### config.mk
export PLATFORM = sky130hd
export DESIGN_NAME = tdc_post
export DESIGN_NICKNAME = d
export VERILOG_FILES = /design/src/design/tdc_pkg.sv /design/src/design/tdc_post.sv
export SDC_FILE = /design/constraint.sdc
export NUM_CORES = 1
export LEC_CHECK = 0
export BUFFER_PORTS_ARGS = -buffer_cell sky130_fd_sc_hd__buf_2
export CAP_MARGIN = 40
export CORE_AREA = 5 5 113 115
export DETAILED_ROUTE_END_ITERATION = 6
export DIE_AREA = 0 0 118 120
export GPL_TIMING_DRIVEN = 0
export PLACE_DENSITY = 0.68
export SLEW_MARGIN = 20
export SYNTH_ARGS = -nofsm -noshare
export SYNTH_HDL_FRONTEND = slang
export SYNTH_SLANG_ARGS = --single-unit
### constraint.sdc
create_clock -name clk -period 9.6 [get_ports clk]
set_input_delay 1.44 -clock clk [delete_from_list [all_inputs] [get_ports clk]]
set_output_delay 1.44 -clock clk [all_outputs]
set_load 0.01 [all_outputs]
### src/design/tdc_pkg.sv
`timescale 1ns / 1ps

package tdc_pkg;

  localparam int CORDIC_STAGES_DEF = 24;
  localparam int COORD_BITS_DEF    = 24;

  localparam int ANGLE_W   = 13;
  localparam int DIR_W     = 12;
  localparam int ZW        = 30;
  localparam int ANG_FRAC  = 16;
  localparam int ROT_FRAC  = 30;
  localparam int VEC_FRAC  = 28;
  localparam int GAIN_W    = 31;
  localparam int GUARD_W   = 3;

  localparam int ANG_FULL  = 3600;
  localparam int ANG_HALF  = 1800;
  localparam int ANG_QTR   = 900;
  localparam int ANG_ONE   = 65536;

  localparam logic signed [GAIN_W-1:0] GAIN_Q30 = 31'sd652032874;
  localparam logic signed [ZW-1:0]     Z_FULL   = ZW'(ANG_FULL * ANG_ONE);
  localparam logic signed [ZW-1:0]     Z_HALF   = ZW'(ANG_HALF * ANG_ONE);

  typedef struct packed {
    logic vld;
    logic vec;
    logic zero;
  } ctl_t;

  function automatic logic signed [ZW-1:0] atan_tenths(input int unsigned idx);
    logic [25:0] v;
    case (idx)
      0:       v = 26'd29491200;
      1:       v = 26'd17409672;
      2:       v = 26'd9198793;
      3:       v = 26'd4669451;
      4:       v = 26'd2343786;
      5:       v = 26'd1173036;
      6:       v = 26'd586661;
      7:       v = 26'd293348;
      8:       v = 26'd146676;
      9:       v = 26'd73339;
      10:      v = 26'd36669;
      11:      v = 26'd18335;
      12:      v = 26'd9167;
      13:      v = 26'd4584;
      14:      v = 26'd2292;
      15:      v = 26'd1146;
      16:      v = 26'd573;
      17:      v = 26'd286;
      18:      v = 26'd143;
      19:      v = 26'd72;
      20:      v = 26'd36;
      21:      v = 26'd18;
      22:      v = 26'd9;
      23:      v = 26'd4;
      24:      v = 26'd2;
      25:      v = 26'd1;
      26:      v = 26'd1;
      default: v = 26'd0;
    endcase
    return ZW'(v);
  endfunction

endpackage

### src/design/tdc_post.sv
`timescale 1ns / 1ps

module tdc_post #(
  parameter int CW = tdc_pkg::COORD_BITS_DEF,
  parameter int DW = tdc_pkg::COORD_BITS_DEF + tdc_pkg::ROT_FRAC + tdc_pkg::GUARD_W
) (
  input  logic                             clk,
  input  logic                             rst_n,
  input  tdc_pkg::ctl_t                    ctl_i,
  input  logic signed [DW-1:0]             x_i,
  input  logic signed [DW-1:0]             y_i,
  input  logic signed [tdc_pkg::ZW-1:0]    z_i,
  output logic                             strobe_o,
  output logic signed [CW:0]               x_o,
  output logic signed [CW:0]               y_o,
  output logic [tdc_pkg::DIR_W-1:0]        dir_o
);
  import tdc_pkg::*;

  logic                 rnd_x, rnd_y;
  logic signed [DW-1:0] x_tr, y_tr;
  logic signed [ZW-1:0] z_wrap;
  logic [DIR_W:0]       dir_raw;
  logic [DIR_W:0]       dir_fix;
  logic                 strobe_r;
  logic signed [CW:0]   x_nxt, x_r;
  logic signed [CW:0]   y_nxt, y_r;
  logic [DIR_W-1:0]     dir_nxt, dir_r;

  always_comb begin
    rnd_x = x_i[DW-1] && (x_i[ROT_FRAC-1:0] != '0);
    rnd_y = y_i[DW-1] && (y_i[ROT_FRAC-1:0] != '0);
    x_tr  = (x_i >>> ROT_FRAC) + DW'(rnd_x);
    y_tr  = (y_i >>> ROT_FRAC) + DW'(rnd_y);

    z_wrap = z_i[ZW-1] ? z_i + Z_FULL : z_i;
    if (z_wrap[ZW-1]) begin
      dir_raw = '0;
    end else begin
      dir_raw = z_wrap[ANG_FRAC+DIR_W:ANG_FRAC];
    end
    if (dir_raw >= (DIR_W+1)'(ANG_FULL)) begin
      dir_fix = dir_raw - (DIR_W+1)'(ANG_FULL);
    end else begin
      dir_fix = dir_raw;
    end
    if (dir_fix >= (DIR_W+1)'(ANG_FULL)) begin
      dir_fix = '0;
    end

    if (ctl_i.vec) begin
      x_nxt   = '0;
      y_nxt   = '0;
      dir_nxt = ctl_i.zero ? '0 : dir_fix[DIR_W-1:0];
    end else begin
      x_nxt   = x_tr[CW:0];
      y_nxt   = y_tr[CW:0];
      dir_nxt = '0;
    end
  end

  always_ff @(posedge clk) begin
    if (!rst_n) begin
      strobe_r <= 1'b0;
    end else begin
      strobe_r <= ctl_i.vld;
    end
  end

  always_ff @(posedge clk) begin
    x_r   <= x_nxt;
    y_r   <= y_nxt;
    dir_r <= dir_nxt;
  end

  assign strobe_o = strobe_r;
  assign x_o      = x_r;
  assign y_o      = y_r;
  assign dir_o    = dir_r;

endmodule

======== Word level (Yosys, flattened, before mapping) ========
Cells that the tools add are included.
word-level totals
  output and inout bits ................... 63
  input bits .............................. 149
  bits in registers ....................... 63
cells by class
  mux-type cells .......................... 3
  reductions and logical operators ........ 5
  bitwise gates (word level) .............. 1
  order comparisons ....................... 2
  add/subtract/negate cells ............... 4
operator list
  cell                      number
  $reduce_bool A30 Y1       2
  $add A25 B1 Y25           2
  $add A30 B29 Y30 const B  1
  $mux W30                  1
  $ge A13 B12 Y1 const B    2
  $mux W13                  2
  $sub A13 B12 Y13 const B  1
  $reduce_or A3 Y1          1
  $logic_and A1 B1 Y1       2
  $not A1 Y1                1

======== Depth between registers and ports, before layout ========
  word-level depth ........................ 7
  gate-level depth with buffers ........... 14

======== Worst setup path after synthesis ========
OpenSTA, ideal clock, no wires.
  kind .................................... input to register
  start ................................... input port z_i[27] (netlist bit)
  end ..................................... register dir_r[9], in the netlist dir_o[9]
  path slack .............................. 4.904 ns
  setup time .............................. 0.136 ns
  arrival ................................. 4.559 ns
  cell stages on the path ................. 14
  path through ............................ buf_2 -> o31ai_4 -> o21ai_0 -> and3_1 -> a21oi_1 -> ha_1 -> or4b_2 -> a2111oi_2 -> nor3_2 -> nor2_8 -> a21boi_2 -> a2111oi_4 -> buf_6 -> nor4_1
on the way
  word-level cells in the longest chain between the ends .. 7
  elaborated cells between the ends (all ways) .. 8
  those cells by class .................... add/sub: 2; order compare: 2; mux: 3; reduce/logical: 1
ends and longest elaborated chain
  item                                                       line                            RTL
  start, declared                                            tdc_post.sv:12                  input logic signed [tdc_pkg::ZW-1:0] z_i,
  $add A30 B29 Y30                                           tdc_post.sv:36                  z_wrap = z_i[ZW-1] ? z_i + Z_FULL : z_i;
  $mux W30 (*)                                               tdc_post.sv:36
  $mux W13 (*)                                               tdc_post.sv:37                  if (z_wrap[ZW-1]) begin
  $sub A13 B12 Y13 / $ge A13 B12 Y1 (equally long branches)  tdc_post.sv:43, tdc_post.sv:42
  $mux W13 (*)                                               tdc_post.sv:42                  if (dir_raw >= (DIR_W+1)'(ANG_FULL)) begin
  $ge A13 B12 Y1                                             tdc_post.sv:47                  if (dir_fix >= (DIR_W+1)'(ANG_FULL)) begin
  $reduce_or A3 Y1 (no source line)                          --
  end signal, assigned                                       tdc_post.sv:73                  dir_r <= dir_nxt;
  end, declared                                              tdc_post.sv:28                  logic [DIR_W-1:0] dir_nxt, dir_r;
Every way passes the cells marked *; elsewhere a longest branch is shown, timed or not.
A chain may end at the register's enable or synchronous reset.

======== Worst setup path in the final report ========
Same ends and word-level chain as after synthesis.

==> results.py <==
metrics = {
    "sta": {
        "max_freq_ghz": 0.2031,
        "fin_ws_ns": 4.677,
        "setup_violations": 0,
        "hold_viol_final": 0,
        "fin_crit_sh_pct": 51.28,
        "max_slew_margin_pct": 59.70,
        "rsz0062_at_grt": "false",
        "slew_violations": 0,
        "timing.hold.ws_ns": 1.314,
        "finalSetupTns_ns": 0,
        "period_needed_ns": 4.923,
        "worst_slew_pin_slew_ns": 0.6045,
    },
    "yosys": {
        "syn_nets": 563,
        "synth_commonest_cells": "63 x dfxtp_1, 47 x nor2_1, 36 x nand2_1, 29 x xor2_1",
        "synth-edff-count": 0,
        "yosys-top-cells-area": "dfxtp_1 37%, xor2_1 7.4%, nor2_1 5.1%",
        "async_reset_ff_share_pct": 0,
        "synth_ff_type": "dfxtp_1",
        "yosysTopAreaCell": "dfxtp_1",
        "netlist_instances": 407,
        "ys_seq_area_share_pct": 36.73,
        "synth_most_common_cell": "dfxtp_1",
        "syn_avg_cell_area_um2": 8.436,
        "synth_cell_types": 56,
        "synth_seq_cells": 63,
        "ys_warn_count": 0,
        "syn_area_mm2": 0.003433,
        "synth_top_cell_area_share_pct": 36.73,
    },
    "clock_network": {
        "clkTransAtPathRegs_ns": 0.06,
        "ctsLongestPathBuffers": 2,
        "cts-hold-fix-buffers": 0,
        "cts_resized": 0,
        "cts_tree": "yes",
        "cts.sinks": 63,
        "htree_levels": 3,
        "cts_setup_buffers": 0,
        "cts_root_buf": "clkbuf_16",
        "cts_made_buffers": 9,
    },
    "global_routing": {
        "globalRouteOverflowTotal": 0,
        "use_met2_pct": 25.53,
        "grt_use_total_pct": 15.12,
        "top_usage_layer": "met2",
        "grt_pass1_wl_um": 17620,
        "grt_use_met1_pct": 18.17,
        "grt_max_degree": 12,
        "grt.met3_usage_pct": 4.053,
        "antenna_found_initial": 0,
        "first_global_vias": 3794,
    },
    "floorplan": {
        "num_io_pins": 212,
        "placementRows": 40,
        "initial_core_util_pct": 29.32,
        "die_h_um": 120,
        "dieArea_mm2": 0.01416,
        "dieWidth_um": 118,
        "core-area_mm2": 0.01171,
    },
    "detailed_routing": {
        "route.detailed.drc": 0,
        "drt-pass1-iter-count": 4,
        "drt_iter0_drc": 182,
        "wl_per_cell_um": 14.63,
        "drt_wl_total_um": 11070,
        "routed_via_density": 4.892,
        "drtAntennaViolNets": 0,
        "vias": 3703,
    },
    "final_layout": {
        "area_growth_pct": 43.00,
        "nets": 761,
        "antennaDiodeCount": 0,
        "finalNonFillerCells": 757,
        "drive_gt1_share_pct": 37.21,
    },
    "worst_setup_path": {
        "end_kind": "flop",
        "worstPathCellList": "buf_2 > o31ai_4 > o21ai_0 > and3_1 > a21oi_1 > ha_1 > or4b_2 > a2111oi_2 > nor3_2 > nor2_8 > a21boi_2 > a2111oi_4 > buf_6 > nor4_1",
        "path_max_fanout": 10,
        "cp_slowest_stage_delay_ns": 0.60,
        "crit_slowest_cell": "or4b_2",
        "path_buf_inv": 2,
        "start_kind": "input pin",
        "critical_path_class": "input pin to flop",
        "crit_required_ns": 9.79,
        "worst-path-stages": 14,
        "crit_family": "compound AO/OA/AOI/OAI gates",
        "crit_arrival_ns": 5.11,
    },
    "place": {
        "place_ws_ns": 4.371,
        "dp_hpwl_um": 8938,
        "place_inst": 741,
        "place_congestion": 0.8789,
        "numPortBuffers": 187,
    },
    "min_path": {
        "hold_start": "ctl_i[2]",
        "hp-class": "input pin to flop",
        "min_path_cells": 2,
        "hold_end": "strobe_o",
    },
    "pwr": {
        "peakVddDrop_uv": 111.8,
        "power_density_mw_per_mm2": 162.5,
        "leakage_nw": 2.222,
    },
    "flow_run": {
        "drv_cap": 0,
    },
    "run_status": {
        "status": "finished, final reports clean",
    },
}
-- how the worst max path moves through the flow --
stage,from,slack (ns),endpoint
4_1_cts,z_i[27],4.73,dir_o[9]
6_report,z_i[27],4.68,dir_o[9]
3_5_place_dp,z_i[27],4.37,dir_o[9]
2_1_floorplan,z_i[27],4.90,dir_o[9]
3_3_place_gp,z_i[27],4.40,dir_o[11]
5_1_grt,z_i[27],4.49,dir_o[10]
-- metrics by stage --
step	util [%]	total power [W]	area, um^2
finish	41.92	0.0007977	4910
detailed placement	38.88	0.0004138	4553
floorplan	-	0.0003519	3433
global route	41.92	0.0008352	4910
CTS	41.92	0.0008080	4910
global placement	38.88	0.0004106	4553
-- cells in the final DEF (no fill, tap or decap), types with 3 or more instances in the layout --
cell type / instances
a21oi_1: 15
a31oi_1: 3
and2_1: 6
and3_1: 13
and4_1: 5
buf_2: 191
bufinv_16: 3
clkbuf_1: 12
clkbuf_16: 9
dfxtp_1: 63
ha_1: 7
inv_1: 8
nand2_1: 36
nand3_1: 13
nand3b_1: 3
nand4_1: 16
nor2_1: 47
nor2b_1: 7
nor3_1: 12
nor4_1: 18
o21a_1: 5
o21ai_0: 16
or3_1: 11
xnor2_1: 18
xor2_1: 29
-- per-layer routing --
| metal | part of all wire (%) | up-vias | wire length (um) |
|---|---|---|---|
| met4 | 2.1 | 0 | 237 |
| li1 | - | 1858 | - |
| met3 | 8.2 | 19 | 908 |
| met2 | 47 | 173 | 5212 |
| met5 | 0 | - | 0 |
| met1 | 43 | 1653 | 4714 |
-- kinds of logic (layout without fill, tap and decap cells) --
group,after synthesis,after routing,share of synthesized area [%]
buf+inv,28,231,3.680
flops,63,63,36.73
fa+ha+maj,7,7,2.551
simple gates,198,198,30.98
xor+xnor,47,47,11.99
compound gates,64,64,14.07
-- state kept, by name, summed over array words and instances (netlist names) --
register,count
dir_o,12
x_o,25
strobe_o,1
y_o,25
-- layout make-up --
type | count | area [um^2]
Multi-Input combinational cell | 316 | 2046
Inverter | 8 | 30.03
Buffer | 20 | 96.34
Timing Repair Buffer | 187 | 935.9
Fill cell | 1161 | 6802
Tap cell | 147 | 183.9
Clock inverter | 5 | 103.9
Clock buffer | 11 | 252.7
Sequential cell | 63 | 1261
-- where the power goes --
group	leakage, nW	switching [W]	internal, W
Clock	0.176	0.000121	0.000268
Sequential	0.523	0.00000387	0.000277
Combinational	1.52	0.0000712	0.0000571
Total	2.22	0.000196	0.000601
Power figures use the tool's default switching activity.
