`src/design/tdc_pkg.sv`:
```
`timescale 1ns / 1ps

package tdc_pkg;

  localparam int CORDIC_STAGES_DEF = 24;
  localparam int COORD_BITS_DEF    = 24;

  localparam int ANGLE_W   = 13;
  localparam int DIR_W     = 12;
  localparam int ZW        = 30;
  localparam int ANG_FRAC  = 16;
  localparam int ROT_FRAC  = 30;
  localparam int VEC_FRAC  = 28;
  localparam int GAIN_W    = 31;
  localparam int GUARD_W   = 3;

  localparam int ANG_FULL  = 3600;
  localparam int ANG_HALF  = 1800;
  localparam int ANG_QTR   = 900;
  localparam int ANG_ONE   = 65536;

  localparam logic signed [GAIN_W-1:0] GAIN_Q30 = 31'sd652032874;
  localparam logic signed [ZW-1:0]     Z_FULL   = ZW'(ANG_FULL * ANG_ONE);
  localparam logic signed [ZW-1:0]     Z_HALF   = ZW'(ANG_HALF * ANG_ONE);

  typedef struct packed {
    logic vld;
    logic vec;
    logic zero;
  } ctl_t;

  function automatic logic signed [ZW-1:0] atan_tenths(input int unsigned idx);
    logic [25:0] v;
    case (idx)
      0:       v = 26'd29491200;
      1:       v = 26'd17409672;
      2:       v = 26'd9198793;
      3:       v = 26'd4669451;
      4:       v = 26'd2343786;
      5:       v = 26'd1173036;
      6:       v = 26'd586661;
      7:       v = 26'd293348;
      8:       v = 26'd146676;
      9:       v = 26'd73339;
      10:      v = 26'd36669;
      11:      v = 26'd18335;
      12:      v = 26'd9167;
      13:      v = 26'd4584;
      14:      v = 26'd2292;
      15:      v = 26'd1146;
      16:      v = 26'd573;
      17:      v = 26'd286;
      18:      v = 26'd143;
      19:      v = 26'd72;
      20:      v = 26'd36;
      21:      v = 26'd18;
      22:      v = 26'd9;
      23:      v = 26'd4;
      24:      v = 26'd2;
      25:      v = 26'd1;
      26:      v = 26'd1;
      default: v = 26'd0;
    endcase
    return ZW'(v);
  endfunction

endpackage

```
`src/design/tdc_prep.sv`:
```
`timescale 1ns / 1ps

module tdc_prep #(
  parameter int CW = tdc_pkg::COORD_BITS_DEF,
  parameter int DW = tdc_pkg::COORD_BITS_DEF + tdc_pkg::ROT_FRAC + tdc_pkg::GUARD_W
) (
  input  logic                          clk,
  input  logic                          rst_n,
  input  logic                          vld_i,
  input  logic                          func_i,
  input  logic signed [CW-1:0]          x_i,
  input  logic signed [CW-1:0]          y_i,
  input  logic signed [tdc_pkg::ANGLE_W-1:0] angle_i,
  output tdc_pkg::ctl_t                 ctl_o,
  output logic signed [DW-1:0]          x_o,
  output logic signed [DW-1:0]          y_o,
  output logic signed [tdc_pkg::ZW-1:0] z_o
);
  import tdc_pkg::*;

  logic signed [ANGLE_W:0]      a_ext;
  logic signed [ANGLE_W:0]      a_wrap;
  logic signed [ANGLE_W:0]      a_half;
  logic                         neg_rot;
  logic                         neg;
  ctl_t                         ctl1_nxt, ctl1_r;
  logic signed [CW:0]           cx1_nxt, cx1_r;
  logic signed [CW:0]           cy1_nxt, cy1_r;
  logic signed [ZW-1:0]         z1_nxt, z1_r;

  logic signed [CW+GAIN_W:0]    prod_x;
  logic signed [CW+GAIN_W:0]    prod_y;
  ctl_t                         ctl2_r;
  logic signed [DW-1:0]         x2_nxt, x2_r;
  logic signed [DW-1:0]         y2_nxt, y2_r;
  logic signed [ZW-1:0]         z2_r;

  always_comb begin
    a_ext = (ANGLE_W+1)'(angle_i);
    if (a_ext > ANG_HALF) begin
      a_wrap = a_ext - (ANGLE_W+1)'(ANG_FULL);
    end else if (a_ext <= -ANG_HALF) begin
      a_wrap = a_ext + (ANGLE_W+1)'(ANG_FULL);
    end else begin
      a_wrap = a_ext;
    end

    if (a_wrap > ANG_QTR) begin
      a_half  = a_wrap - (ANGLE_W+1)'(ANG_HALF);
      neg_rot = 1'b1;
    end else if (a_wrap < -ANG_QTR) begin
      a_half  = a_wrap + (ANGLE_W+1)'(ANG_HALF);
      neg_rot = 1'b1;
    end else begin
      a_half  = a_wrap;
      neg_rot = 1'b0;
    end

    neg = func_i ? x_i[CW-1] : neg_rot;

    ctl1_nxt.vld  = vld_i;
    ctl1_nxt.vec  = func_i;
    ctl1_nxt.zero = (x_i == '0) && (y_i == '0);

    cx1_nxt = neg ? -((CW+1)'(x_i)) : (CW+1)'(x_i);
    cy1_nxt = neg ? -((CW+1)'(y_i)) : (CW+1)'(y_i);

    if (func_i) begin
      z1_nxt = neg ? Z_HALF : '0;
    end else begin
      z1_nxt = ZW'(a_half) <<< ANG_FRAC;
    end
  end

  always_ff @(posedge clk) begin
    if (!rst_n) begin
      ctl1_r <= '0;
    end else begin
      ctl1_r <= ctl1_nxt;
    end
  end

  always_ff @(posedge clk) begin
    cx1_r <= cx1_nxt;
    cy1_r <= cy1_nxt;
    z1_r  <= z1_nxt;
  end

  always_comb begin
    prod_x = cx1_r * GAIN_Q30;
    prod_y = cy1_r * GAIN_Q30;
    if (ctl1_r.vec) begin
      x2_nxt = DW'(cx1_r) <<< VEC_FRAC;
      y2_nxt = DW'(cy1_r) <<< VEC_FRAC;
    end else begin
      x2_nxt = DW'(prod_x);
      y2_nxt = DW'(prod_y);
    end
  end

  always_ff @(posedge clk) begin
    if (!rst_n) begin
      ctl2_r <= '0;
    end else begin
      ctl2_r <= ctl1_r;
    end
  end

  always_ff @(posedge clk) begin
    x2_r <= x2_nxt;
    y2_r <= y2_nxt;
    z2_r <= z1_r;
  end

  assign ctl_o = ctl2_r;
  assign x_o   = x2_r;
  assign y_o   = y2_r;
  assign z_o   = z2_r;

endmodule

```
`config.mk`:
```
export PLATFORM = sky130hd
export DESIGN_NAME = tdc_prep
export DESIGN_NICKNAME = d
export VERILOG_FILES = /design/src/design/tdc_pkg.sv /design/src/design/tdc_prep.sv
export SDC_FILE = /design/constraint.sdc
export NUM_CORES = 2
export LEC_CHECK = 0
export ABC_AREA = 1
export BUFFER_PORTS_ARGS = -buffer_cell sky130_fd_sc_hd__buf_2
export CORE_ASPECT_RATIO = 0.7
export CORE_MARGIN = 8
export CORE_UTILIZATION = 64
export CTS_CLUSTER_DIAMETER = 30
export DETAILED_ROUTE_END_ITERATION = 16
export PLACE_DENSITY = 0.84
export SKIP_CTS_REPAIR_TIMING = 1
export SLEW_MARGIN = 20
export SYNTH_ARGS = -nofsm -noshare
export SYNTH_HDL_FRONTEND = slang
export SYNTH_SLANG_ARGS = --single-unit
```
`constraint.sdc`:
```
create_clock -name clk -period 7.33 [get_ports clk]
set_input_delay 1.0995 -clock clk [delete_from_list [all_inputs] [get_ports clk]]
set_output_delay 1.0995 -clock clk [all_outputs]
set_load 0.02 [all_outputs]
```
# After elaboration in Yosys (flattened, before gate mapping)
# Cells that the tools add are included.
# Widths: inputs -> output; s select.
# op_classes
mul	2
n_div	0
eq_ne	0
shifts	0
magnitude_cmp	4
bitwise_logic	0
n_addsub	6
n_reduce_logical	3
muxes	13
# ops
op	count
$mux 57	2
$mul 25x30->55 const B	2
$mux 14	4
$mux 25	2
$neg 24->25	2
$logic_not 24->1	2
$mux 30	1
$mux 27	1
$add 13x13->14 const B	1
$add 14x12->14 const B	1
$gt 14x11->1 const B	1
$lt 14x11->1 const B	1
$sub 13x13->14 const B	1
$sub 14x12->14 const B	1
$gt 13x12->1 const B	1
$le 13x12->1 const B	1
$mux 1	3
$logic_and 1x1->1	1
# word_totals
register_bits	230
mem_count	0
in_bits	65
elab_cells	43
romBits	0
mem_bits_rw	0
latchBits	0
output_inout_bits	147

# Depth between registers and ports, before layout
# depth
depth_word	9
depth_mapped	29
depth_no_buf	29

# Worst setup path before layout
# No wires, ideal clock.
# synth_timing
kind	reg-to-reg
start	reg cy1_r[19]
end	reg y2_r[37], in the netlist y_o[37]
path_buffers	0
t_arrival_ns	5.838
period_less_slack_ns	5.968
setup_time_ns	0.130
setup_slack_ns	1.362
stages_incl_launch_ff	25
path_cell_list	dfxtp_1 -> fa_1 -> fa_1 -> inv_1 -> fa_1 -> fa_1 -> inv_1 -> fa_1 -> fa_1 -> inv_1 -> fa_1 -> inv_1 -> ha_1 -> a21oi_1 -> inv_1 -> a31oi_1 -> inv_1 -> a21oi_1 -> o21ai_0 -> a21o_1 -> nand2_1 -> nand2_1 -> or2_2 -> nand3_1 -> o21ai_0
# synth_via
elab_chain_cells	2
# synth_lines
item	line	text
from (decl)	tdc_prep.sv:28	logic signed [CW:0] cy1_nxt, cy1_r;
from (signal assigned)	tdc_prep.sv:85	cy1_r <= cy1_nxt;
$mul 25x30->55	tdc_prep.sv:91	prod_y = cy1_r * GAIN_Q30;
$mux 57	tdc_prep.sv:92	if (ctl1_r.vec) begin
named net y2_nxt[37]	tdc_prep.sv:35	logic signed [DW-1:0] y2_nxt, y2_r;
to (signal assigned)	tdc_prep.sv:111	y2_r <= y2_nxt;
to (decl)	tdc_prep.sv:35	
# The timed path passes the listed nets, and every way through them passes these cells.
# A chain may end at the register's enable or synchronous reset.

# Worst setup path in the final report
# layout_timing
start	reg cy1_r[3]
end	reg y2_r[37], in the netlist y_o[37]
# The elaborated chain is that of the path after synthesis.

==> summary.txt <==
Status
  • Status: completed

Final layout
  • Multi-input logic area: 26500 um2
  • Antenna diodes: 0
  • Filler cells: 4282
  • Sequential Area: 3890 um2
  • Layout cells sized above 1: 8.84%
  • Finished Cell Area: 37700 um2
  • Synth-to-layout area growth: 8.21%
  • Layout Nets: 5528

Clock tree
  • Clock sinks: 194
  • Worst-path clk slew: 90 ps
  • CTS Buf Count: 17
  • CTS max path bufs: 2
  • H-tree depth: 4
  • Clock root cell: clkbuf_16
  • CTS tree: built
  • Clk_lat worst skew: 500 ps

Timing
  • Setup TNS: 0 ps
  • Setup violations, final: 0
  • RSZ-0062 raised after global routing: no
  • Min Tclk post-route: 7260 ps
  • Worst Skew: 19.4 ps
  • Max-slew headroom: 28.9%
  • Max Clk Rate: 138 MHz
  • Pins Over Slew Limit: 0
  • Final Hold Vio Count: 0
  • Worst slew pin tran: 1070 ps
  • Tcrit/Tclk final: 99.1%

Logic synthesis
  • Async SR Flop Fraction: 0%
  • Yosys cell types: 46
  • Xor and xnor fraction of the mapped netlist area: 1.86%
  • Seq/Total Area, Yosys: 11.2%
  • Count leader, synth: inv_1
  • Synth Area in Compound Gates: 7.26%
  • Top post-synthesis cells by count: 1110 x inv_1, 618 x fa_1, 557 x nand2_1, 522 x ha_1, 202 x nor2_1
  • Mux share of post-synthesis cell area: 0%
  • #FFs+latches synth: 194
  • Fraction of the mapped netlist area in adder cells: 54.3%
  • Post-synth top flop: dfxtp_1
  • Mapped Cells: 4063
  • Main combinational cell family by area after synthesis: adder cells
  • Synth top area share: 35.5%
  • Post-synth EDFFs: 0
  • Warnings from Yosys: 0
  • Top cell type by total area after synthesis: fa_1
  • Synth area leaders: fa_1 36%, ha_1 19%, inv_1 12%, dfxtp_1 11%, nand2_1 6.0%
  • Synth Area in Simple Gates: 12.4%
  • Syn Area/Cell: 8.57 um2
  • Synth Cell Area: 34800 um2

Floorplanning
  • Site Rows: 71
  • Core Region: 53700 um2
  • Die height: 211 um
  • Initial core utilization: 64.8%
  • Die X: 295 um
  • Ports: 212
  • Die ar.: 62300 um2

Global routing
  • Overall Global Routing Usage: 39.6%
  • First-pass GRT wire length: 182000 um
  • Pin count of the biggest net entering global routing: 64
  • Vias in the first global route: 29000
  • Antenna violations before repair: 7
  • Total grt overflow: 0

Setup path
  • Reg2reg path depth: 22
  • Most used cell, CP: fa_1
  • CP Class: register to register
  • Crit path largest cell delay: 660 ps
  • Worst path required time: 7750 ps
  • Setup crit end kind: register
  • Slowest-stage cell, CP: dfxtp_1
  • CP Launch Type: register
  • FF-to-FF End: y_o[37]
  • Worst path cell trace: ha_1 -> inv_1 -> fa_1 -> fa_1 -> inv_1 -> fa_1 -> fa_1 -> inv_1 -> fa_1 -> inv_1 -> fa_1 -> ha_1 -> nand2_1 -> nor2_1 -> nand2_1 -> nor3_1 -> a21o_1 -> nand2_1 -> nand2_1 -> or2_2 -> nand3_1 -> o21ai_0
  • CP bufs+invs: 4
  • FF-to-FF setup slack: 70 ps
  • CP max FO: 9
  • Reg2reg start: cy1_r[3]
  • Crit path max-delay family: adder cells
  • Critical path arrival: 7680 ps

Routing
  • Drt first pass iters: 6
  • Post-Route WL: 122000 um
  • Starting DRC count in detailed routing: 4076
  • ANT nets after route: 0
  • DR WL/cell: 24.1 um
  • Avg Vias per Cell: 5.77
  • Vias: 29200
  • DRC Markers: 0

Flow run
  • Total of max-cap violations: 0

Worst hold path
  • Hold Crit Class: register to register
  • Worst Hold Depth: 0
  • Endpoint, Worst Hold: z_o[27]
  • Hold Startpoint: z1_r[27]

Place
  • RePlAce Congestion: 1.06
  • Port buffer count: 193
  • Cell Area, Placed: 37100 um2
  • Post-DP HPWL: 106000 um
cell type report:
class | instances | area share, %
sequential | 194 | 10.3
clock inverter | 14 | 0.425
tap | 730 | 2.42
inverter | 1119 | 11.1
multi-input combinational | 2712 | 70.3
timing repair buffer | 279 | 4.28
clock buffer | 17 | 1.13
cells by family after synthesis:
| family | count (synthesis) |
|---|---|
| AOI/OAI and AO/OA | 457 |
| xor gates and xnor gates | 74 |
| adders and majority gates | 1140 |
| buffers and inverters | 1174 |
| DFF | 194 |
| other | 1 |
| and+or+nand+nor | 1023 |
sequential cells by signal, indices dropped and copies added (netlist names):
register and count:
ctl1_r 3, ctl_o 3, cx1_r 25, cy1_r 25
x_o 55, y_o 55, z1_r 14, z_o 14
layer usage:
metal / part of all wire [%] / GRT usage [%] / vias up / wire length (um)
met1: 44 / 60.9 / 14200 / 54200
met4: 1.5 / 6.07 / 8 / 1880
met3: 18 / 20.7 / 157 / 22000
li1: - / - / 12900 / -
met5: 0.10 / 0.943 / - / 125
met2: 36 / 48.8 / 2003 / 43700
layout by cell type, fill, tap and decap left out, types with 3 or more instances in the layout:
cell type / n
inv_8: 3
xor2_1: 48
dfxtp_1: 189
nor4_1: 12
fa_1: 618
a31oi_1: 24
xnor2_1: 26
conb_1: 18
inv_2: 8
o21ai_0: 155
nor2_1: 202
buf_2: 193
a21oi_1: 197
nand3_1: 140
nor3_1: 37
clkbuf_16: 17
o221a_2: 5
buf_4: 86
nand2_2: 4
ha_1: 522
a21o_1: 12
o211ai_1: 9
a221oi_1: 4
a21boi_0: 4
or2_2: 35
nand3_2: 4
inv_6: 4
nand2_1: 557
o21bai_1: 11
clkinv_8: 4
nand2_4: 3
nand3b_1: 6
nand4_1: 16
dfxtp_2: 4
clkinv_4: 3
o21ai_1: 10
inv_1: 1110
o21a_1: 19
worst max-delay path by stage:
stage | to | slack [ps] | start | cells past startpoint
after global placement | y_o[38] | 130 | cy1_r[14] | 25
after detailed placement | y_o[38] | 140 | cy1_r[14] | 25
after CTS | y_o[38] | 70 | cy1_r[14] | 25
after global routing | y_o[38] | 6 | cy1_r[12] | 23
after floorplan | y_o[37] | 1360 | cy1_r[19] | 24
final | y_o[37] | 70 | cy1_r[3] | 22
metrics by stage:
| stage | instances | util, % | setup WS [ps] | hold WS (ps) |
|---|---|---|---|---|
| after CTS | 5065 | 70.1 | 66.8 | 331 |
| final | 5065 | 70.1 | 65.3 | 332 |
| after floorplan | 4080 | - | 1360 | 310 |
| after global placement | 5034 | 69.0 | 126 | 310 |
| after detailed placement | 5034 | 69.0 | 137 | 312 |
| after global routing | 5065 | 70.1 | 6.30 | 346 |
Power is not shown: default switching activity piles up to over one toggle a cycle in this logic, so the estimate is an artifact.
