--- src/design/tdc_pkg.sv ---
`timescale 1ns / 1ps

package tdc_pkg;

  localparam int CORDIC_STAGES_DEF = 24;
  localparam int COORD_BITS_DEF    = 24;

  localparam int ANGLE_W   = 13;
  localparam int DIR_W     = 12;
  localparam int ZW        = 30;
  localparam int ANG_FRAC  = 16;
  localparam int ROT_FRAC  = 30;
  localparam int VEC_FRAC  = 28;
  localparam int GAIN_W    = 31;
  localparam int GUARD_W   = 3;

  localparam int ANG_FULL  = 3600;
  localparam int ANG_HALF  = 1800;
  localparam int ANG_QTR   = 900;
  localparam int ANG_ONE   = 65536;

  localparam logic signed [GAIN_W-1:0] GAIN_Q30 = 31'sd652032874;
  localparam logic signed [ZW-1:0]     Z_FULL   = ZW'(ANG_FULL * ANG_ONE);
  localparam logic signed [ZW-1:0]     Z_HALF   = ZW'(ANG_HALF * ANG_ONE);

  typedef struct packed {
    logic vld;
    logic vec;
    logic zero;
  } ctl_t;

  function automatic logic signed [ZW-1:0] atan_tenths(input int unsigned idx);
    logic [25:0] v;
    case (idx)
      0:       v = 26'd29491200;
      1:       v = 26'd17409672;
      2:       v = 26'd9198793;
      3:       v = 26'd4669451;
      4:       v = 26'd2343786;
      5:       v = 26'd1173036;
      6:       v = 26'd586661;
      7:       v = 26'd293348;
      8:       v = 26'd146676;
      9:       v = 26'd73339;
      10:      v = 26'd36669;
      11:      v = 26'd18335;
      12:      v = 26'd9167;
      13:      v = 26'd4584;
      14:      v = 26'd2292;
      15:      v = 26'd1146;
      16:      v = 26'd573;
      17:      v = 26'd286;
      18:      v = 26'd143;
      19:      v = 26'd72;
      20:      v = 26'd36;
      21:      v = 26'd18;
      22:      v = 26'd9;
      23:      v = 26'd4;
      24:      v = 26'd2;
      25:      v = 26'd1;
      26:      v = 26'd1;
      default: v = 26'd0;
    endcase
    return ZW'(v);
  endfunction

endpackage

--- src/design/tdc_stage.sv ---
`timescale 1ns / 1ps

module tdc_stage #(
  parameter int DW  = tdc_pkg::COORD_BITS_DEF + tdc_pkg::ROT_FRAC + tdc_pkg::GUARD_W,
  parameter int IDX = 0
) (
  input  logic                          clk,
  input  logic                          rst_n,
  input  tdc_pkg::ctl_t                 ctl_i,
  input  logic signed [DW-1:0]          x_i,
  input  logic signed [DW-1:0]          y_i,
  input  logic signed [tdc_pkg::ZW-1:0] z_i,
  output tdc_pkg::ctl_t                 ctl_o,
  output logic signed [DW-1:0]          x_o,
  output logic signed [DW-1:0]          y_o,
  output logic signed [tdc_pkg::ZW-1:0] z_o
);
  import tdc_pkg::*;

  localparam logic signed [ZW-1:0] ATAN_I = atan_tenths(IDX);

  logic                 sub;
  logic signed [DW-1:0] dx, dy;
  logic signed [DW-1:0] x_nxt, y_nxt;
  logic signed [ZW-1:0] z_nxt;
  ctl_t                 ctl_r;
  logic signed [DW-1:0] x_r, y_r;
  logic signed [ZW-1:0] z_r;

  always_comb begin
    sub = ctl_i.vec ? y_i[DW-1] : !z_i[ZW-1];
    dx  = y_i >>> IDX;
    dy  = x_i >>> IDX;
    if (sub) begin
      x_nxt = x_i - dx;
      y_nxt = y_i + dy;
      z_nxt = z_i - ATAN_I;
    end else begin
      x_nxt = x_i + dx;
      y_nxt = y_i - dy;
      z_nxt = z_i + ATAN_I;
    end
  end

  always_ff @(posedge clk) begin
    if (!rst_n) begin
      ctl_r <= '0;
    end else begin
      ctl_r <= ctl_i;
    end
  end

  always_ff @(posedge clk) begin
    x_r <= x_nxt;
    y_r <= y_nxt;
    z_r <= z_nxt;
  end

  assign ctl_o = ctl_r;
  assign x_o   = x_r;
  assign y_o   = y_r;
  assign z_o   = z_r;

endmodule

--- config.mk ---
export PLATFORM = sky130hd
export DESIGN_NAME = tdc_stage
export DESIGN_NICKNAME = d
export VERILOG_FILES = /design/src/design/tdc_pkg.sv /design/src/design/tdc_stage.sv
export SDC_FILE = /design/constraint.sdc
export NUM_CORES = 1
export LEC_CHECK = 0
export BUFFER_PORTS_ARGS = -buffer_cell sky130_fd_sc_hd__clkbuf_2
export CAP_MARGIN = 20
export CELL_PAD_IN_SITES_DETAIL_PLACEMENT = 1
export CELL_PAD_IN_SITES_GLOBAL_PLACEMENT = 2
export CORE_MARGIN = 3
export CORE_UTILIZATION = 32
export CTS_CLUSTER_SIZE = 30
export DETAILED_ROUTE_END_ITERATION = 10
export PLACE_DENSITY = 0.91
export SLEW_MARGIN = 15
export SYNTH_ARGS = -nofsm -noshare
export SYNTH_HDL_FRONTEND = slang
export SYNTH_SLANG_ARGS = --single-unit
--- constraint.sdc ---
create_clock -name clk -period 3.73 [get_ports clk]
set_input_delay 0.373 -clock clk [delete_from_list [all_inputs] [get_ports clk]]
set_output_delay 0.373 -clock clk [all_outputs]
set_load 0.005 [all_outputs]
# Word-level counts from Yosys, hierarchy flattened
# Cells that the tools add are included.
# Widths: inputs -> output; s select.
dict set report totals {
  register_bits 147
  inputBits 149
  elab_cells 16
}
dict set report op_classes {
  addsub 5
  mux 4
  n_reduce_logical 1
}
# operator count
set op_table {}
lappend op_table {{$mux 57} 2}
lappend op_table {{$sub 57x57->57} 2}
lappend op_table {{$add 57x57->57} 1}
lappend op_table {{$add 30x26->30 const B} 1}
lappend op_table {{$mux 30} 1}
lappend op_table {{$sub 30x26->30 const B} 1}
lappend op_table {{$logic_not 1->1} 1}
lappend op_table {{$mux 1} 1}

# Depth between registers and ports, before layout
# Gate-level depths: netlist of run 1.
dict set report depth {
  depth_word 3
  depth_mapped 15
  depth_no_buf 13
}

# Least setup slack after synthesis of run 1
# OpenSTA, ideal clock, no wires.
dict set report synth_path {
  path_type {input -> register}
  start {input port ctl_i[1] (netlist bit)}
  end {register z_r[29], in the netlist z_o[29]}
  setup_time_ns 0.129
  arrival_time_ns 3.037
  required_ns 3.601
  path_slack_ns 0.563
  path_stages 14
  n_path_buf 2
  cell_sequence {mux2_2 -> buf_1 -> buf_2 -> fa_1 -> a21o_1 -> a21oi_1 -> o21bai_1 -> a21oi_1 -> nor2b_1 -> o21a_1 -> nor3_1 -> nor2_1 -> o41ai_1 -> xnor2_1}
}
dict set report synth_between {
  elab_chain_cells 2
}
# element line
set synth_rtl {}
lappend synth_rtl {{start, declared} tdc_stage.sv:9} ;# input tdc_pkg::ctl_t ctl_i,
lappend synth_rtl {{$mux 1} tdc_stage.sv:31} ;# sub = ctl_i.vec ? y_i[DW-1] : !z_i[ZW-1];
lappend synth_rtl {{$mux 30} tdc_stage.sv:34} ;# if (sub) begin
lappend synth_rtl {{named net z_nxt[29]} tdc_stage.sv:25} ;# logic signed [ZW-1:0] z_nxt;
lappend synth_rtl {{end signal, assigned} tdc_stage.sv:56} ;# z_r <= z_nxt;
lappend synth_rtl {{end, declared} tdc_stage.sv:28} ;# logic signed [ZW-1:0] z_r;
# The timed path passes the listed nets, and every way through them passes these cells.
# A chain may end at the register's enable or synchronous reset.

# Final worst setup path of run 1
dict set report layout_path {
  start {input port x_i[0]}
  end {register x_r[54], in the netlist x_o[54]}
}
dict set report layout_between {
  elab_chain_cells 2
}
# element line
set layout_rtl {}
lappend layout_rtl {{start, declared} tdc_stage.sv:10} ;# input logic signed [DW-1:0] x_i,
lappend layout_rtl {{$add 57x57->57 or $sub 57x57->57 (tied branches)} {tdc_stage.sv:39, tdc_stage.sv:35}}
lappend layout_rtl {{$mux 57 *} tdc_stage.sv:34}
lappend layout_rtl {{named net x_nxt[54]} tdc_stage.sv:24} ;# logic signed [DW-1:0] x_nxt, y_nxt;
lappend layout_rtl {{end signal, assigned} tdc_stage.sv:54} ;# x_r <= x_nxt;
lappend layout_rtl {{end, declared} tdc_stage.sv:27} ;# logic signed [DW-1:0] x_r, y_r;
# The timed path passes the listed nets; every way through them passes the cells marked *.

==> summary.txt, run 1 <==
Die
  • Initial core utilization: 32.6%
  • Die width: 216 µm
  • Core Footprint: 0.0434 mm²
  • DIE HEIGHT: 216 µm
  • FP Rows: 76
  • I/O Pins: 296
  • Die area: 0.0467 mm²

Logic synthesis
  • Library cells used by synthesis: 76
  • Sequential area share after synthesis: 20.7%
  • EDFF count, synth: 0
  • Synth Area in Compound Gates: 30.5%
  • Yosys reg bits: 146
  • Top FF cell, synth: dfxtp_1
  • Ys async rst share: 0%
  • Syn Inst Count: 1902
  • Netlist Area Pre-Place: 0.0141 mm²
  • Largest family of logic cells by synthesized area: compound AO/OA/AOI/OAI gates
  • Post-synthesis mux area share: 1.64%
  • Synth top area share: 20.7%
  • Adder-cell share of the synthesized area: 16.4%
  • Xor and xnor area share after synthesis: 7.37%
  • Cell taking the most area after synthesis: dfxtp_1
  • Synth Area in Simple Gates: 16.1%
  • Post-Syn Nets: 2234
  • Synth warnings: 0
  • Ranking of synthesized cells by area: dfxtp_1, ha_1, a21oi_1
  • Syn Area/Cell: 7.43 µm²

Timing
  • Min cycle time layout: 3.32 ns
  • Fmax: 301 MHz
  • Final period util: 88.9%
  • # setup viols final: 0
  • WHS: 0.0915 ns
  • RSZ-0062 raised after global routing: no
  • Worst slew margin: 50.1%
  • Slew Viols, Final: 0
  • Measured slew at the worst slew-check pin: 0.749 ns
  • Final hold viol count: 0

Global route
  • Vias in the first global route: 16800
  • First-pass GRT wire length: 100 mm
  • Overall routing resource usage: 27.4%
  • Largest net degree at the start of global routing: 118
  • GRT overflow: 0
  • Initial antenna violation count: 1

Place
  • DP HPWL: 53.7 mm
  • RePlAce Congestion: 0.987
  • Dpl cell area: 0.0172 mm²
  • Port bufs: 295

Clock network
  • H-tree depth: 4
  • TritonCTS clock tree: yes
  • Num Clock Sinks: 146
  • Root Buffer: clkbuf_16
  • Post-CTS Setup Inserts: 0
  • CTS clk-pin slew, worst paths: 0.07 ns
  • Total CTS buffers: 17
  • Max Buffers Root-to-Sink: 2

Status
  • Outcome: finished, final reports clean

Worst hold path
  • Hold Path Origin: z_i[17]
  • Worst min path class: in2reg
  • Worst Hold Path EP: z_o[17]
  • Hold path cells: 2

Final layout
  • Layout cells sized above 1: 22.4%
  • Area Growth Syn to Fin: 27.5%
  • Final Cell Area: 0.0180 mm²
  • Nets@finish: 2642
  • # diodes: 0
  • Core Util, Final: 41.6%
  • Commonest non-fill, non-tap cell in the layout: clkbuf_2
  • Most frequent cells in the layout: clkbuf_2, a21oi_1, ha_1

Route
  • DRC: 0
  • WL final: 65.1 mm
  • Post-route ant nets: 0
  • DRT Pass-1 Iters: 6
  • Via density: 5.55
  • Via Count: 16100
  • DR iter-0 viols: 1209
  • Wire per inst: 22.4 µm

Setup path
  • Crit-path slowest cell: fa_1
  • Max stage delay on crit path: 0.41 ns
  • Worst setup path class: in2reg
  • Top delay family on crit path: compound AO/OA/AOI/OAI gates
  • CP endpoint kind: register
  • Worst Path Max Fanout: 4
  • Critical path buffer and inverter count: 2
  • Startpoint types: input pin
  • CP Cell Sequence: clkbuf_2, buf_4, ha_1, fa_1, nor2b_1, o21ai_0, a31oi_1, nor3_1, o211a_1, nor2_1, a21bo_2, a311o_1, a22oi_1, xor2_1
  • Crit path DAT: 3.74 ns
  • Critical Path RT: 4.15 ns

Pwr
  • Maximum VDD drop: 0.391 mV
  • PwrDens: 392 mW/mm²
  • Internal: 4.26 mW
  • Leak Pwr: 8.49 nW
  • NetSw: 2.81 mW
  • Clock Power Share: 26.5%
  • Sequential power share: 29.5%
  • Net Sw Frac: 39.8%
  • Comb power frac: 44.0%

Flow run
  • Max-Cap Viols: 0
==> metrics by stage <==
step / total power, mW / setup WS (ns) / instances / TNS, ns
6_report: 7.07 / 0.413 / 2908 / 0
3_5_place_dp: 5.16 / -0.0594 / 2859 / -0.116
3_3_place_gp: 5.11 / 0.0567 / 2859 / 0
5_1_grt: 7.46 / 0.0390 / 2908 / 0
2_1_floorplan: 3.68 / 0.563 / 1902 / 0
4_1_cts: 7.10 / 0.460 / 2908 / 0
==> synth_stat cells (15+ instances only) <==
library cell	count
nor3_1	46
nor2b_1	23
ha_1	179
dfxtp_1	146
nand2b_1	15
a21o_1	34
o21bai_1	50
o31ai_1	27
a211oi_1	21
o21ai_0	144
nor2_1	157
inv_1	174
clkbuf_1	56
mux2i_1	22
o21a_1	21
xnor2_1	105
o211ai_1	16
a31oi_1	17
nor4_1	24
nand3_1	26
buf_1	17
nand4_1	26
a21oi_1	257
nand2_1	106
==> how the worst max path moves through the flow <==
stage / start / endpoint / slack (ns) / depth (start not counted)
after floorplan: ctl_i[1] / z_o[29] / 0.56 / 14
after global placement: y_i[0] / y_o[52] / 0.06 / 16
after detailed placement: x_i[0] / x_o[54] / -0.06 / 14
after CTS: y_i[0] / y_o[52] / 0.46 / 16
after global routing: y_i[0] / y_o[52] / 0.04 / 16
final: x_i[0] / x_o[54] / 0.41 / 14
==> cell families after synthesis <==
group	count (synthesis)
muxes	23
xor gates and xnor gates	119
AOI/OAI and AO/OA	687
and+or+nand+nor	474
adders and majority gates	183
DFF	146
buffers and inverters	270
==> sequential cells by signal, indices dropped and copies added, names as in the netlist <==
| name | cells |
|---|---|
| y_o | 57 |
| x_o | 56 |
| z_o | 30 |
| ctl_o | 3 |
==> timing repair <==
item | in CTS | in global routing
resized for setup | 0 | 0
endpoints found under the hold margin | 17 | 0
hold buffers | 17 | 0
==> routing by layer <==
metal / routed length [µm] / track usage [%] / vias to the layer above
met5: 0 / 0 / -
met4: 2130 / 10.7 / 0
met3: 4300 / 5.02 / 106
met2: 29500 / 44.5 / 659
met1: 29200 / 36.1 / 7840
li1: - / - / 7541
==> power by group through the flow <==
| stage | registers (mW) | clock network [mW] | logic (mW) |
|---|---|---|---|
| 2_1_floorplan | 2.10 | 0 | 1.57 |
| 3_3_place_gp | 2.12 | 0 | 3.00 |
| 3_5_place_dp | 2.12 | 0 | 3.04 |
| 4_1_cts | 2.09 | 1.93 | 3.08 |
| 5_1_grt | 2.12 | 1.97 | 3.37 |
| 6_report | 2.09 | 1.87 | 3.11 |
==> area by class of cell <==
cell class	count	area (µm²)
clock buffer	19	433
sequential	146	2920
fill	5481	25300
inverter	181	681
tap	585	732
clock inverter	13	178
multi-input combinational	1486	10200
timing repair buffer	478	2910
(Power assumes the default switching activity.)
==> inputs of run 2 (changes only) <==
- CORE_UTILIZATION: 32 -> 25
- PLACE_DENSITY: 0.91 -> unset
- PLACE_DENSITY_LB_ADDON: unset -> 0.12
==> summary.txt, run 2 (same netlist as run 1, synthesis figures left out) <==
Final layout
  • Area occupied by registers: 0.00292 mm²
  • Fill cell count: 6932
  • Nets@finish: 2694
  • Max reg flops: 57
  • Final Cell Area: 0.0186 mm²
  • Area of the multi-input gates: 0.0102 mm²
  • Most frequent cells in the layout: clkbuf_2, a21oi_1, buf_4
  • Commonest non-fill, non-tap cell in the layout: clkbuf_2
  • # diodes: 0
  • Core Util, Final: 33.5%
  • Area Growth Syn to Fin: 31.4%
  • Layout cells sized above 1: 24.1%

Timing
  • Measured slew at the worst slew-check pin: 0.810 ns
  • Setup TNS: 0 ns
  • Slew Viols, Final: 0
  • RSZ-0062 raised after global routing: no
  • Final hold viol count: 0
  • # setup viols final: 0
  • Worst slew margin: 45.5%
  • WHS: 0.0814 ns
  • Min cycle time layout: 3.48 ns
  • Fmax: 288 MHz
  • Final period util: 93.2%

Setup path
  • Worst Path Max Fanout: 8
  • Worst setup path class: in2reg
  • Crit path DAT: 3.86 ns
  • Critical path origin: x_i[1]
  • Critical Path RT: 4.11 ns
  • Last element of the critical path: y_o[51]
  • CP endpoint kind: register
  • Startpoint types: input pin

Route
  • Met2 WL: 30.8 mm
  • Wire per inst: 22.3 µm
  • WL met3: 3.47 mm
  • DR iter-0 viols: 934
  • Top Layer Used: met5
  • DRT Pass-1 Iters: 5
  • DRC: 0
  • WL final: 69.6 mm
  • Via Count: 16000
  • Post-route ant nets: 0
  • Via density: 5.11
  • Metal-1 WL: 33.8 mm

Place
  • DP HPWL: 58.6 mm
  • RePlAce Congestion: 0.894
  • Dpl cell area: 0.0178 mm²
  • Port bufs: 295

Pwr
  • Leak Pwr: 8.71 nW
  • PwrDens: 381 mW/mm²
  • Maximum VDD drop: 0.383 mV

Clock network
  • Max Buffers Root-to-Sink: 2
  • CTS clk-pin slew, worst paths: 0.08 ns
  • Num Clock Sinks: 146
  • Root Buffer: clkbuf_16
  • TritonCTS clock tree: yes
  • H-tree depth: 4
  • Total CTS buffers: 17

Flow run
  • Max-Cap Viols: 0

Die
  • Core Footprint: 0.0555 mm²
  • Initial core utilization: 25.5%
  • FP Rows: 86
  • Die width: 244 µm
  • Die area: 0.0595 mm²
  • I/O Pins: 296
  • DIE HEIGHT: 244 µm

Global route
  • First-pass GRT wire length: 105 mm
  • Initial antenna violation count: 2
  • GRT overflow: 0
  • Largest net degree at the start of global routing: 62
  • Overall routing resource usage: 23.1%
  • Vias in the first global route: 16900

Worst hold path
  • Worst min path class: in2reg
  • Hold Path Origin: z_i[17]
  • Hold path cells: 2

Status
  • Outcome: finished, final reports clean
==> run 2: power by group <==
part | switching, mW | internal [mW]
Sequential | 0.139 | 1.93
Clock | 0.836 | 0.936
Combinational | 1.91 | 1.33
Total | 2.89 | 4.19
==> run 2: critical path: stages <==
cell and delay [ns]:
clkbuf_2 0.12, inv_1 0.06, ha_1 0.32, nor2b_1 0.24, o211ai_2 0.16, a311oi_2 0.38
a31oi_1 0.23, o21a_1 0.28, o41a_1 0.41, o41ai_4 0.43, a21oi_2 0.25, o2111a_1 0.30
nor4_1 0.31
==> run 2: through the flow <==
| stage | power (mW) | setup WS, ns | cells |
|---|---|---|---|
| floorplan | 3.68 | 0.563 | 1902 |
| global placement | 5.30 | -0.324 | 3073 |
| detailed placement | 5.31 | -0.332 | 3073 |
| CTS | 7.19 | 0.195 | 3122 |
| global route | 7.56 | 0.00753 | 3123 |
| finish | 7.08 | 0.253 | 3123 |
==> run 2: what timing repair did <==
action | 4_1_cts | 5_1_grt
endpoints found under the setup margin | 0 | 3
buffers inserted | 0 | 1
gates resized for setup | 0 | 1
endpoints found under the hold margin | 17 | 0
hold buffers | 17 | 0
==> run 2: layout make-up <==
cell class	instances	area share, %
clock buffers	18	2.31
repair buffers	530	17.7
well taps	748	5.04
flip-flops and latches	146	15.7
multi-input cells	1486	54.8
inverters	181	3.66
clock inverters	14	0.768
==> run 2: worst min path at each step <==
| stage | to |
|---|---|
| floorplan | z_o[0] |
| global placement | z_o[2] |
| detailed placement | z_o[2] |
| CTS | z_o[17] |
| global route | z_o[17] |
| finish | z_o[17] |
==> run 2: layer usage <==
metal / vias to the layer above / track usage, %
met5: - / 0
met4: 4 / 6.69
met3: 81 / 4.16
met2: 432 / 36.8
met1: 7777 / 31.9
li1: 7656 / -
